===== src/ucrr_pkg.sv =====
`timescale 1ns / 1ps
// ----------------------------------------------------------------------------
// ucrr_pkg - shared types and constants
// Request codes, descriptor types, reply sources and the classified request
// record passed from the decoder to the executor.
// ----------------------------------------------------------------------------
package ucrr_pkg;

    // Number of string descriptors the device offers (clipped to STRING_SUPPORTED)
    localparam int STRING_COUNT = 3;
    // Strings actually backed by a length: 0 fixed, 1 and 2 from registers
    localparam int STRING_SUPPORTED = 3;
    localparam int STRING_LIMIT =
        (STRING_COUNT < STRING_SUPPORTED) ? STRING_COUNT : STRING_SUPPORTED;

    localparam int QUEUE_DEPTH_DEFAULT = 2;

    // Standard request codes
    localparam logic [7:0] REQ_GET_DESCRIPTOR    = 8'd6;
    localparam logic [7:0] REQ_GET_CONFIGURATION = 8'd8;
    localparam logic [7:0] REQ_SET_CONFIGURATION = 8'd9;
    localparam logic [7:0] REQ_GET_INTERFACE     = 8'd10;
    localparam logic [7:0] REQ_SET_INTERFACE     = 8'd11;

    // Recipients and request type
    localparam logic [4:0] RCP_DEVICE    = 5'd0;
    localparam logic [4:0] RCP_INTERFACE = 5'd1;
    localparam logic [1:0] TYPE_STANDARD = 2'd0;

    // Descriptor types (high byte of wValue)
    localparam logic [7:0] DT_DEVICE       = 8'd1;
    localparam logic [7:0] DT_CONFIG       = 8'd2;
    localparam logic [7:0] DT_STRING       = 8'd3;
    localparam logic [7:0] DT_QUALIFIER    = 8'd6;
    localparam logic [7:0] DT_OTHER_SPEED  = 8'd7;

    // Descriptor lengths
    localparam logic [7:0] LEN_DEVICE    = 8'd18;
    localparam logic [7:0] LEN_QUALIFIER = 8'd10;
    localparam logic [7:0] LEN_CONFIG    = 8'd55;
    localparam logic [7:0] LEN_STRING0   = 8'd4;
    localparam logic [7:0] LEN_ONE_BYTE  = 8'd1;

    // Reply sources
    localparam logic [2:0] SRC_NONE      = 3'd0;
    localparam logic [2:0] SRC_DEVICE    = 3'd1;
    localparam logic [2:0] SRC_QUALIFIER = 3'd2;
    localparam logic [2:0] SRC_CONFIG    = 3'd3;
    localparam logic [2:0] SRC_OTHER     = 3'd4;
    localparam logic [2:0] SRC_STRING    = 3'd5;
    localparam logic [2:0] SRC_ONE_BYTE  = 3'd6;

    // Configuration register indexes
    localparam logic [1:0] CFG_LINK_HS     = 2'd0;
    localparam logic [1:0] CFG_MANUF_LEN   = 2'd1;
    localparam logic [1:0] CFG_PRODUCT_LEN = 2'd2;

    localparam logic [7:0] MANUF_LEN_RESET   = 8'd40;
    localparam logic [7:0] PRODUCT_LEN_RESET = 8'd46;

    localparam int IN_DATA_W  = 64;
    localparam int OUT_DATA_W = 24;

    typedef enum logic [3:0] {
        KIND_STALL,
        KIND_DESC_DEVICE,
        KIND_DESC_QUALIFIER,
        KIND_DESC_CONFIG,
        KIND_DESC_OTHER,
        KIND_DESC_STRING,
        KIND_GET_CONFIG,
        KIND_SET_CONFIG,
        KIND_GET_INTERFACE,
        KIND_SET_INTERFACE
    } req_kind_t;

    typedef struct packed {
        req_kind_t   kind;
        logic [1:0]  string_index;
        logic        config_value;
        logic [15:0] length_limit;
    } req_entry_t;

    typedef struct packed {
        logic       link_high_speed;
        logic [7:0] manufacturer_string_length;
        logic [7:0] product_string_length;
    } cfg_regs_t;

    typedef struct packed {
        logic       stall_res;
        logic [2:0] reply_source;
        logic       descriptor_set_high;
        logic [1:0] string_index;
        logic [7:0] reply_length;
        logic       reply_byte;
        logic       endpoints_enable;
        logic       endpoints_disable;
    } reply_t;

    // Descriptor length clipped to wLength
    function automatic logic [7:0] clip_len(input logic [7:0] len,
                                            input logic [15:0] limit);
        logic [7:0] r;
        if (limit < {8'h00, len})
            r = limit[7:0];
        else
            r = len;
        return r;
    endfunction

endpackage


===== src/ucrr_decode.sv =====
`timescale 1ns / 1ps
// ----------------------------------------------------------------------------
// ucrr_decode - setup packet classifier
// Checks type, recipient and request fields of a setup packet and reduces it
// to a request kind plus the few operands the executor needs.
// ----------------------------------------------------------------------------
module ucrr_decode
    import ucrr_pkg::*;
(
    input  logic [7:0]  request_type,
    input  logic [7:0]  request_code,
    input  logic [15:0] request_value,
    input  logic [15:0] request_index,
    input  logic [15:0] length_limit,
    output req_entry_t  entry
);

    logic [4:0] recip;
    logic [1:0] rtype;
    logic [7:0] dtype;
    logic [7:0] dindex;

    assign recip  = request_type[4:0];
    assign rtype  = request_type[6:5];
    assign dtype  = request_value[15:8];
    assign dindex = request_value[7:0];

    always_comb
    begin
        entry.kind         = KIND_STALL;
        entry.string_index = dindex[1:0];
        entry.config_value = request_value[0];
        entry.length_limit = length_limit;

        if (rtype == TYPE_STANDARD)
        begin
            if (request_code == REQ_GET_DESCRIPTOR && recip == RCP_DEVICE)
            begin
                if (dtype == DT_DEVICE)
                    entry.kind = KIND_DESC_DEVICE;
                else if (dtype == DT_QUALIFIER)
                    entry.kind = KIND_DESC_QUALIFIER;
                else if (dtype == DT_CONFIG)
                    entry.kind = KIND_DESC_CONFIG;
                else if (dtype == DT_OTHER_SPEED)
                    entry.kind = KIND_DESC_OTHER;
                else if (dtype == DT_STRING && dindex < 8'(STRING_LIMIT))
                    entry.kind = KIND_DESC_STRING;
            end
            else if (request_code == REQ_GET_CONFIGURATION && recip == RCP_DEVICE)
            begin
                entry.kind = KIND_GET_CONFIG;
            end
            else if (request_code == REQ_SET_CONFIGURATION && recip == RCP_DEVICE)
            begin
                // full 16-bit wValue must be 0 or 1
                if (request_value[15:1] == 15'd0)
                    entry.kind = KIND_SET_CONFIG;
            end
            else if (request_code == REQ_GET_INTERFACE && recip == RCP_INTERFACE)
            begin
                entry.kind = KIND_GET_INTERFACE;
            end
            else if (request_code == REQ_SET_INTERFACE && recip == RCP_INTERFACE)
            begin
                if (request_index[7:0] == 8'd0 && dindex == 8'd0)
                    entry.kind = KIND_SET_INTERFACE;
            end
        end
    end

endmodule


===== src/ucrr_queue.sv =====
`timescale 1ns / 1ps
// ----------------------------------------------------------------------------
// ucrr_queue - request queue
// Small FIFO of classified requests between the decoder and the executor.
// ----------------------------------------------------------------------------
module ucrr_queue
    import ucrr_pkg::*;
#(
    parameter int DEPTH = QUEUE_DEPTH_DEFAULT
)
(
    input  logic       clk,
    input  logic       rst_n,
    input  logic       push,
    input  req_entry_t push_entry,
    output logic       full,
    input  logic       pop,
    output logic       empty,
    output req_entry_t head
);

    localparam int PtrW = $clog2(DEPTH);
    localparam int CntW = $clog2(DEPTH + 1);

    req_entry_t          mem [DEPTH];
    logic [PtrW-1:0]     wr_ptr_reg, wr_ptr_next;
    logic [PtrW-1:0]     rd_ptr_reg, rd_ptr_next;
    logic [CntW-1:0]     count_reg, count_next;
    logic                do_push, do_pop;

    assign full    = (count_reg == CntW'(DEPTH));
    assign empty   = (count_reg == '0);
    assign do_push = push && !full;
    assign do_pop  = pop && !empty;
    assign head    = mem[rd_ptr_reg];

    always_comb
    begin
        wr_ptr_next = wr_ptr_reg;
        rd_ptr_next = rd_ptr_reg;
        count_next  = count_reg;
        if (do_push)
            wr_ptr_next = (wr_ptr_reg == PtrW'(DEPTH - 1)) ? '0 : wr_ptr_reg + 1'b1;
        if (do_pop)
            rd_ptr_next = (rd_ptr_reg == PtrW'(DEPTH - 1)) ? '0 : rd_ptr_reg + 1'b1;
        if (do_push && !do_pop)
            count_next = count_reg + 1'b1;
        else if (do_pop && !do_push)
            count_next = count_reg - 1'b1;
    end

    always_ff @(posedge clk or negedge rst_n)
    begin
        if (!rst_n)
        begin
            wr_ptr_reg <= '0;
            rd_ptr_reg <= '0;
            count_reg  <= '0;
        end
        else
        begin
            wr_ptr_reg <= wr_ptr_next;
            rd_ptr_reg <= rd_ptr_next;
            count_reg  <= count_next;
        end
    end

    always_ff @(posedge clk)
    begin
        if (do_push)
            mem[wr_ptr_reg] <= push_entry;
    end

endmodule


===== src/ucrr_execute.sv =====
`timescale 1ns / 1ps
// ----------------------------------------------------------------------------
// ucrr_execute - request executor
// Carries out a classified request: picks reply source, descriptor set and
// clipped length, keeps the current configuration, holds the result register.
// ----------------------------------------------------------------------------
module ucrr_execute
    import ucrr_pkg::*;
(
    input  logic       clk,
    input  logic       rst_n,
    input  cfg_regs_t  cfg,
    input  logic       q_empty,
    input  req_entry_t q_head,
    output logic       q_pop,
    output reply_t     result,
    output logic       result_valid,
    input  logic       result_ready
);

    logic   cur_config_reg, cur_config_next;
    logic   valid_reg;
    reply_t result_reg;
    reply_t reply_next;
    logic   take;

    // Result register frees up when empty or being drained this cycle
    assign take         = !valid_reg || result_ready;
    assign q_pop        = take && !q_empty;
    assign result       = result_reg;
    assign result_valid = valid_reg;

    always_comb
    begin
        reply_next      = '0;
        cur_config_next = cur_config_reg;
        case (q_head.kind)
            KIND_DESC_DEVICE:
            begin
                reply_next.reply_source        = SRC_DEVICE;
                reply_next.descriptor_set_high = cfg.link_high_speed;
                reply_next.reply_length        = clip_len(LEN_DEVICE, q_head.length_limit);
            end
            KIND_DESC_QUALIFIER:
            begin
                reply_next.reply_source        = SRC_QUALIFIER;
                reply_next.descriptor_set_high = cfg.link_high_speed;
                reply_next.reply_length = clip_len(LEN_QUALIFIER, q_head.length_limit);
            end
            KIND_DESC_CONFIG:
            begin
                reply_next.reply_source        = SRC_CONFIG;
                reply_next.descriptor_set_high = cfg.link_high_speed;
                reply_next.reply_length        = clip_len(LEN_CONFIG, q_head.length_limit);
            end
            KIND_DESC_OTHER:
            begin
                // other speed's configuration descriptor
                reply_next.reply_source        = SRC_OTHER;
                reply_next.descriptor_set_high = !cfg.link_high_speed;
                reply_next.reply_length        = clip_len(LEN_CONFIG, q_head.length_limit);
            end
            KIND_DESC_STRING:
            begin
                reply_next.reply_source = SRC_STRING;
                reply_next.string_index = q_head.string_index;
                case (q_head.string_index)
                    2'd0:    reply_next.reply_length =
                                 clip_len(LEN_STRING0, q_head.length_limit);
                    2'd1:    reply_next.reply_length =
                                 clip_len(cfg.manufacturer_string_length,
                                          q_head.length_limit);
                    default: reply_next.reply_length =
                                 clip_len(cfg.product_string_length,
                                          q_head.length_limit);
                endcase
            end
            KIND_GET_CONFIG:
            begin
                reply_next.reply_source = SRC_ONE_BYTE;
                reply_next.reply_byte   = cur_config_reg;
                reply_next.reply_length = clip_len(LEN_ONE_BYTE, q_head.length_limit);
            end
            KIND_SET_CONFIG:
            begin
                cur_config_next              = q_head.config_value;
                reply_next.endpoints_enable  = q_head.config_value;
                reply_next.endpoints_disable = !q_head.config_value;
            end
            KIND_GET_INTERFACE:
            begin
                reply_next.reply_source = SRC_ONE_BYTE;
                reply_next.reply_length = clip_len(LEN_ONE_BYTE, q_head.length_limit);
            end
            KIND_SET_INTERFACE:
            begin
                reply_next = '0;
            end
            default:
            begin
                reply_next.stall_res = 1'b1;
            end
        endcase
    end

    always_ff @(posedge clk or negedge rst_n)
    begin
        if (!rst_n)
        begin
            valid_reg      <= 1'b0;
            cur_config_reg <= 1'b0;
        end
        else
        begin
            if (take)
                valid_reg <= !q_empty;
            if (q_pop)
                cur_config_reg <= cur_config_next;
        end
    end

    always_ff @(posedge clk)
    begin
        if (q_pop)
            result_reg <= reply_next;
    end

endmodule


===== src/usb_control_request_responder_top.sv =====
`timescale 1ns / 1ps
// ----------------------------------------------------------------------------
// usb_control_request_responder_top - USB standard request responder
// Decodes setup packets and answers standard device requests for endpoint 0.
// ----------------------------------------------------------------------------
// Accepts one setup packet per cycle while the request queue is not full and
// returns one reply per packet, in order. A packet is registered in the request
// queue, then its reply in the result register, which drives the master side.
// The decoder feeds a QUEUE_DEPTH-entry queue and the executor drains one
// entry per cycle, so throughput is one transaction per clock while the
// master side keeps tready high. Configuration writes take effect at once and
// are meant for idle periods only.
module usb_control_request_responder_top
    import ucrr_pkg::*;
#(
    parameter int QUEUE_DEPTH = QUEUE_DEPTH_DEFAULT
)
(
    input  logic                  clk,
    input  logic                  rst_n,
    // setup packet stream
    input  logic                  s_tvalid,
    output logic                  s_tready,
    // [7:0] request_type, [15:8] request_code, [31:16] request_value,
    // [47:32] request_index, [63:48] length_limit
    input  logic [IN_DATA_W-1:0]  s_tdata,
    // reply stream
    output logic                  m_tvalid,
    input  logic                  m_tready,
    // [0] stall_res, [3:1] reply_source, [4] descriptor_set_high,
    // [6:5] string_index, [14:7] reply_length, [15] reply_byte,
    // [16] endpoints_enable, [17] endpoints_disable, [23:18] zero
    output logic [OUT_DATA_W-1:0] m_tdata,
    // configuration write port
    input  logic                  cfg_we,
    input  logic [1:0]            cfg_index,
    input  logic [7:0]            cfg_data
);

    cfg_regs_t  cfg_reg;
    req_entry_t dec_entry;
    req_entry_t q_head;
    logic       q_full;
    logic       q_empty;
    logic       q_pop;
    reply_t     result;

    always_ff @(posedge clk or negedge rst_n)
    begin
        if (!rst_n)
        begin
            cfg_reg.link_high_speed            <= 1'b0;
            cfg_reg.manufacturer_string_length <= MANUF_LEN_RESET;
            cfg_reg.product_string_length      <= PRODUCT_LEN_RESET;
        end
        else if (cfg_we)
        begin
            case (cfg_index)
                CFG_LINK_HS:     cfg_reg.link_high_speed            <= cfg_data[0];
                CFG_MANUF_LEN:   cfg_reg.manufacturer_string_length <= cfg_data;
                CFG_PRODUCT_LEN: cfg_reg.product_string_length      <= cfg_data;
                default:         ;
            endcase
        end
    end

    ucrr_decode u_decode (
        .request_type  (s_tdata[7:0]),
        .request_code  (s_tdata[15:8]),
        .request_value (s_tdata[31:16]),
        .request_index (s_tdata[47:32]),
        .length_limit  (s_tdata[63:48]),
        .entry         (dec_entry)
    );

    assign s_tready = !q_full;

    ucrr_queue #(
        .DEPTH (QUEUE_DEPTH)
    ) u_queue (
        .clk        (clk),
        .rst_n      (rst_n),
        .push       (s_tvalid),
        .push_entry (dec_entry),
        .full       (q_full),
        .pop        (q_pop),
        .empty      (q_empty),
        .head       (q_head)
    );

    ucrr_execute u_execute (
        .clk          (clk),
        .rst_n        (rst_n),
        .cfg          (cfg_reg),
        .q_empty      (q_empty),
        .q_head       (q_head),
        .q_pop        (q_pop),
        .result       (result),
        .result_valid (m_tvalid),
        .result_ready (m_tready)
    );

    assign m_tdata = {6'd0,
                      result.endpoints_disable,
                      result.endpoints_enable,
                      result.reply_byte,
                      result.reply_length,
                      result.string_index,
                      result.descriptor_set_high,
                      result.reply_source,
                      result.stall_res};

endmodule

===== config.mk =====
export PLATFORM = sky130hd
export DESIGN_NAME = usb_control_request_responder_top
export DESIGN_NICKNAME = d
export VERILOG_FILES = /design/src/ucrr_pkg.sv /design/src/ucrr_decode.sv /design/src/ucrr_queue.sv /design/src/ucrr_execute.sv /design/src/usb_control_request_responder_top.sv
export SDC_FILE = /design/constraint.sdc
export NUM_CORES = 1
export LEC_CHECK = 0
export BUFFER_PORTS_ARGS = -buffer_cell sky130_fd_sc_hd__buf_2
export CAP_MARGIN = 0
export CORE_MARGIN = 4
export CORE_UTILIZATION = 55
export DETAILED_ROUTE_END_ITERATION = 8
export PLACE_DENSITY_LB_ADDON = 0.25
export SLEW_MARGIN = 20
export SYNTH_ARGS = -nofsm -noshare
export SYNTH_HDL_FRONTEND = slang
export SYNTH_HIERARCHICAL = 1
export SYNTH_SLANG_ARGS = --single-unit

===== constraint.sdc =====
create_clock -name clk -period 4.7 [get_ports clk]
set_clock_uncertainty 0.05 [all_clocks]
set_input_delay 0.94 -clock clk [delete_from_list [all_inputs] [get_ports clk]]
set_output_delay 0.94 -clock clk [all_outputs]
set_load 0.01 [all_outputs]

==> impl_metrics.ini, run 1 <==
[run_status]
status = complete, no violations

[drt]
first_pass_iters = 5
drtIter0Drc = 111
wirelength_mm = 9.87
vias_per_cell = 5.74
drcViolationCount = 0
ant_nets = 0
wire_per_inst_um = 17.0
vias = 3325

[clocking]
cts_max_path_buffers = 2
worstSkewPairLatency_ns = 0.36
postCtsHoldBufs = 0
cts_tree = done
clk_pin_slew_ns = 0.09
cts_setup_buffers = 0
root_buffer = clkbuf_8
clock_sinks = 87
cts.htree.levels = 3
post_cts_resized = 0
cts_made_buffers = 9

[grt]
antenna_found_initial = 0
grt_pass1_vias = 3391
grt_first_pass_wirelength_mm = 16.3
overflow = 0
track_usage_pct = 20.2
grt_max_degree = 24

[logic_synthesis]
synth_edf_count = 64
ys_warn_count = 6
ys_types = 74
async_reset_ff_share_pct = 26.4
synthCells = 392
yosysSeqAreaShare_pct = 51.2
ys_seq_elements = 87
avgSynthCellArea_sq_um = 12.5
synth_area_sq_mm = 0.00489
synth_ff_type = edfxtp_1

[timing]
setup_violations = 0
max_freq_mhz = 287
relSlewSlack_pct = 28.9
setup_tns_ns = 0
hold_ws_ns = 0.468
tightest_slew_ns = 1.07
worst_slack_ns = 1.22
rsz0062_at_grt = false
finalCritPeriodShare_pct = 74.0
fin_crit_ns = 3.48
hold_viol = 0
drv_slew = 0

[setup_path]
crit_path_start_kind = flop
endpoint_kind = flop
cp_max_fo = 11
arrival_ns = 3.64
worst-setup-path-type = flop to flop
worstPathRequired_ns = 4.86

[floorplanning]
std_cell_rows = 34
die_area_sq_mm = 0.0105
fp.coreArea_sq_mm = 0.00868
ios = 105
start_util_pct = 56.4
chipHeight_um = 102
die_width_um = 102

[finish]
final_common_cell = buf_2
fin_nets = 560
drive_gt1_share_pct = 38.4
largest_reg_flops = 46
fillCellCount = 737
seqCellArea_sq_mm = 0.00250
n_antenna_cell = 0
area_growth_syn_to_layout_pct = 11.1
multi_input_comb_area_sq_mm = 0.00206
final_cell_mix = buf_2, edfxtp_1, nor2_1
stdcell_count = 579

[min_path]
worstHoldPathType = flop to flop

[pwr]
power_leakage_nw = 2.25
power_density_mw_per_mm2 = 537
irDropWorstVdd_mv = 0.341

[job]
cap_viol_max_count = 0

[placement]
place_congestion = 0.936
numPortBuffers = 89
hpwl_mm = 7.80
dp_cells = 563
place_ws_ns = 1.25
[critical path: stages (launching register included)]
cell,delay [ns]
dfrtp_1,0.68
buf_4,0.30
mux2_4,0.38
ha_1,0.29
o21ai_0,0.06
o21ai_0,0.37
a211oi_2,0.20
nor3_1,0.60
a22oi_1,0.24
nand3_1,0.15
[power by group]
group	leakage [nW]	switching, mW	total, mW	internal [mW]
sequential	0.873	0.106	1.21	1.10
combinational	1.28	0.693	1.19	0.501
clock	0.0972	0.267	0.513	0.246
total	2.25	1.07	2.92	1.85
[cell families (layout without fill, tap and decap cells)]
kind of cell	Yosys count	count (layout)	synth area share (%)
flops	87	87	51.2
fa+ha+maj	15	15	3.84
simple gates	123	123	15.6
xor+xnor	5	5	0.896
other cells	1	6	0.0767
compound gates	63	63	9.54
buf+inv	54	128	7.29
mux	44	44	11.6
[cells in the mapped netlist (4+ instances only)]
cell type  count  area (sq um)
inv_1         20          75.1
dfstp_2        6           158
nor2b_1        4          25.0
nand2_1       20          75.1
edfxtp_1      64          1920
o21a_1         4          30.0
nand2b_1       5          31.3
nor3b_1        4          30.0
a21oi_1        6          30.0
buf_4         26           195
nand3b_1       4          30.0
nor4_1         5          31.3
mux2_2        23           259
nand4_1        4          25.0
a211oi_1       4          30.0
o21ai_0       14          70.1
dfrtp_1       17           425
nor2_1        28           105
ha_1          15           188
nand3_1        9          45.0
a22oi_1        5          37.5
mux2_4        19           285
o31ai_1        5          37.5
nor3_1        11          55.1
[metal layers]
layer	part of all wire (%)	vias to the layer above	track usage [%]	wire, um
li1	-	1592	-	-
met2	51	154	34.8	5000
met3	8.1	14	4.64	799
met1	40	1565	25.4	3940
met5	0	-	0	0
met4	1.3	0	5.95	129
[final timing paths]
path                                                startpoint                             to  slack, ns  cells after the start
worst max-delay path            u_queue/rd_ptr_reg$_DFFE_PN0P_  u_execute/result[8]$_DFFE_PP_       1.22                      9
worst min-delay path                   cfg_reg[12]$_DFFE_PN0P_        cfg_reg[12]$_DFFE_PN0P_       0.47                      1
worst max register to register  u_queue/rd_ptr_reg$_DFFE_PN0P_  u_execute/result[8]$_DFFE_PP_       1.22                      9
worst min register to register         cfg_reg[12]$_DFFE_PN0P_        cfg_reg[12]$_DFFE_PN0P_       0.47                      1
max in group asynchronous                                rst_n         cfg_reg[2]$_DFFE_PN1P_       3.73                      1
min in group asynchronous                                rst_n         cfg_reg[6]$_DFFE_PN0P_       0.49                      1
[through the flow]
| stage | instance area [sq um] | util, % | power, mW |
|---|---|---|---|
| floorplan | 4910 | - | 2.12 |
| global placement | 5230 | 60.3 | 2.38 |
| detailed placement | 5240 | 60.4 | 2.42 |
| CTS | 5440 | 62.6 | 2.94 |
| global route | 5440 | 62.6 | 3.12 |
| finish | 5440 | 62.6 | 2.92 |
[final cells by class]
class / count / share of cell area, %
clock buffers: 9 / 2.28
inverters: 20 / 1.38
clock inverters: 7 / 1.34
repair buffers: 92 / 8.61
flip-flops and latches: 87 / 46.1
multi-input cells: 256 / 37.8
well taps: 108 / 2.49
Note: power is estimated with default switching activity, not from simulation.
==> run 2: changes to the inputs <==
==> constraint.sdc (replaced) <==
create_clock -name clk -period 3.5 [get_ports clk]
set_clock_uncertainty 0.05 [all_clocks]
set_input_delay 0.7 -clock clk [delete_from_list [all_inputs] [get_ports clk]]
set_output_delay 0.7 -clock clk [all_outputs]
set_load 0.01 [all_outputs]
==> run 2 against run 1 <==
  * Register-to-register slack worse by 1.0 ns
  * Count of clock-buffer cells in the layout unchanged
  * Sequential power up 33%
  * Die area unchanged
  * Clock power up 68%
  * Highest routed layer unchanged
==> impl_metrics.ini, run 2 (synthesized netlist as in run 1, its figures left out) <==
[min_path]
worstHoldPathType = input pin to asynchronous set/reset pin

[timing]
rsz0062_at_grt = false
worst_slack_ns = 0.221
fin_crit_ns = 3.28
drv_slew = 0
hold_ws_ns = 0.246
setup_violations = 0
hold_viol = 0
max_freq_mhz = 305
tightest_slew_ns = 0.660
setup_tns_ns = 0
relSlewSlack_pct = 54.9
finalCritPeriodShare_pct = 93.7

[setup_path]
worstPathRequired_ns = 3.67
cp_top_family = compound AO/OA/AOI/OAI gates
cp_cell_sequence = buf_4 -> mux2_4 -> ha_1 -> a211oi_1 -> o211ai_2 -> a2111oi_0 -> o221a_2 -> o22ai_1 -> nand3_1
arrival_ns = 3.44
crit_path_start_kind = flop
cp_max_fo = 8
worst-setup-path-type = flop to flop
endpoint_kind = flop
cp_slowest_cell = a2111oi_0
path_buf_inv = 1
slowest_delay_ns = 0.64

[grt]
grt_pass1_vias = 3356
grt_max_degree = 24
overflow = 0
antenna_found_initial = 0
track_usage_pct = 20.7
grt_first_pass_wirelength_mm = 16.6

[floorplanning]
fp.coreArea_sq_mm = 0.00868
start_util_pct = 56.4
chipHeight_um = 102
std_cell_rows = 34
die_width_um = 102
die_area_sq_mm = 0.0105
ios = 105

[drt]
drcViolationCount = 0
wirelength_mm = 10.0
ant_nets = 0
vias_per_cell = 5.71
wire_per_inst_um = 17.2
first_pass_iters = 4
vias = 3336
drtIter0Drc = 133

[finish]
area_growth_syn_to_layout_pct = 13.0
drive_gt1_share_pct = 39.7
final_common_cell = buf_2
final_cell_mix = buf_2, edfxtp_1, nor2_1
largest_reg_flops = 46
n_antenna_cell = 0
fillCellCount = 724
multi_input_comb_area_sq_mm = 0.00206
finalInstanceArea_sq_mm = 0.00553
seqCellArea_sq_mm = 0.00250
postLayoutCoreUtil_pct = 63.7
fin_nets = 565

[pwr]
p_int_mw = 2.65
irDropWorstVdd_mv = 0.593
p_comb_share_pct = 39.8
power_leakage_nw = 2.31
pwr-share-seq_pct = 39.3
power_density_mw_per_mm2 = 744
p_sw_mw = 1.46
sw_frac_of_total_pct = 35.5
p_clk_share_pct = 20.9

[placement]
hpwl_mm = 7.79
place_ws_ns = 0.275
place_area_sq_mm = 0.00527
numPortBuffers = 89
place_congestion = 0.912

[clocking]
cts_max_path_buffers = 2
root_buffer = clkbuf_8
cts_setup_buffers = 0
postCtsHoldBufs = 0
clk_pin_slew_ns = 0.09
cts_tree = done
cts.htree.levels = 3
cts_made_buffers = 9
clock_sinks = 87
worstSkewPairLatency_ns = 0.37

[run_status]
status = complete, no violations

[job]
cap_viol_max_count = 0
[run 2: changes by cell type in the layout (fill, tap and decap cells not counted), moves of 2 or more]
cell / change
buf_4: +5
inv_6: +3
bufinv_16: +2
clkinv_4: -2
[run 2: layout make-up]
type                            instances  share of cell area (%)
Inverter                               20                    1.36
Clock buffer                            9                    2.24
Sequential cell                        87                    45.3
Clock inverter                          7                    2.26
Timing Repair Buffer                   97                    9.15
Tap cell                              108                    2.45
Multi-Input combinational cell        256                    37.2
[run 2: per-layer routing]
metal / global-route usage, % / up-vias / part of all wire [%]
met1: 26.6 / 1589 / 42
met5: 0 / - / 0
met4: 7.97 / 0 / 1.9
met3: 4.10 / 18 / 6.2
met2: 34.8 / 128 / 50
li1: - / 1601 / -
[run 2: worst paths after layout]
path	from	endpoint	slack, ns	cells past startpoint
worst min register to register	u_queue/wr_ptr_reg$_DFFE_PN0P_	u_queue/wr_ptr_reg$_DFFE_PN0P_	0.46	1
max in group asynchronous	rst_n	cfg_reg[13]$_DFFE_PN1P_	2.78	1
worst min-delay path	rst_n	cfg_reg[6]$_DFFE_PN0P_	0.25	1
min in group clk	u_queue/wr_ptr_reg$_DFFE_PN0P_	u_queue/wr_ptr_reg$_DFFE_PN0P_	0.46	1
worst max register to register	u_queue/rd_ptr_reg$_DFFE_PN0P_	u_execute/result[4]$_DFFE_PP_	0.22	9
worst max-delay path	u_queue/rd_ptr_reg$_DFFE_PN0P_	u_execute/result[4]$_DFFE_PP_	0.22	9
[run 2: stage by stage]
| step | instances | total power, mW |
|---|---|---|
| 2_1_floorplan | 397 | 2.85 |
| 3_3_place_gp | 568 | 3.21 |
| 3_5_place_dp | 568 | 3.27 |
| 4_1_cts | 584 | 4.14 |
| 5_1_grt | 584 | 4.38 |
| 6_report | 584 | 4.11 |
[run 2: repair_timing]
action | in CTS | in global routing
hold endpoints to repair | 0 | 0
gates resized for setup | 0 | 1
endpoints found under the setup margin | 0 | 2
[run 2: power groups by stage]
stage	combinational [mW]	sequential [mW]	clock, mW
detailed placement	1.62	1.65	0
finish	1.64	1.61	0.862
floorplan	1.20	1.65	0
global placement	1.58	1.63	0
CTS	1.63	1.63	0.881
global route	1.80	1.65	0.926
[run 2: worst register-to-register path, cell delays in order, from the launching register on]
cell       delay (ns)
dfrtp_1          0.59
buf_4            0.25
mux2_4           0.36
ha_1             0.22
a211oi_1         0.30
o211ai_2         0.16
a2111oi_0        0.64
o221a_2          0.37
o22ai_1          0.10
nand3_1          0.12
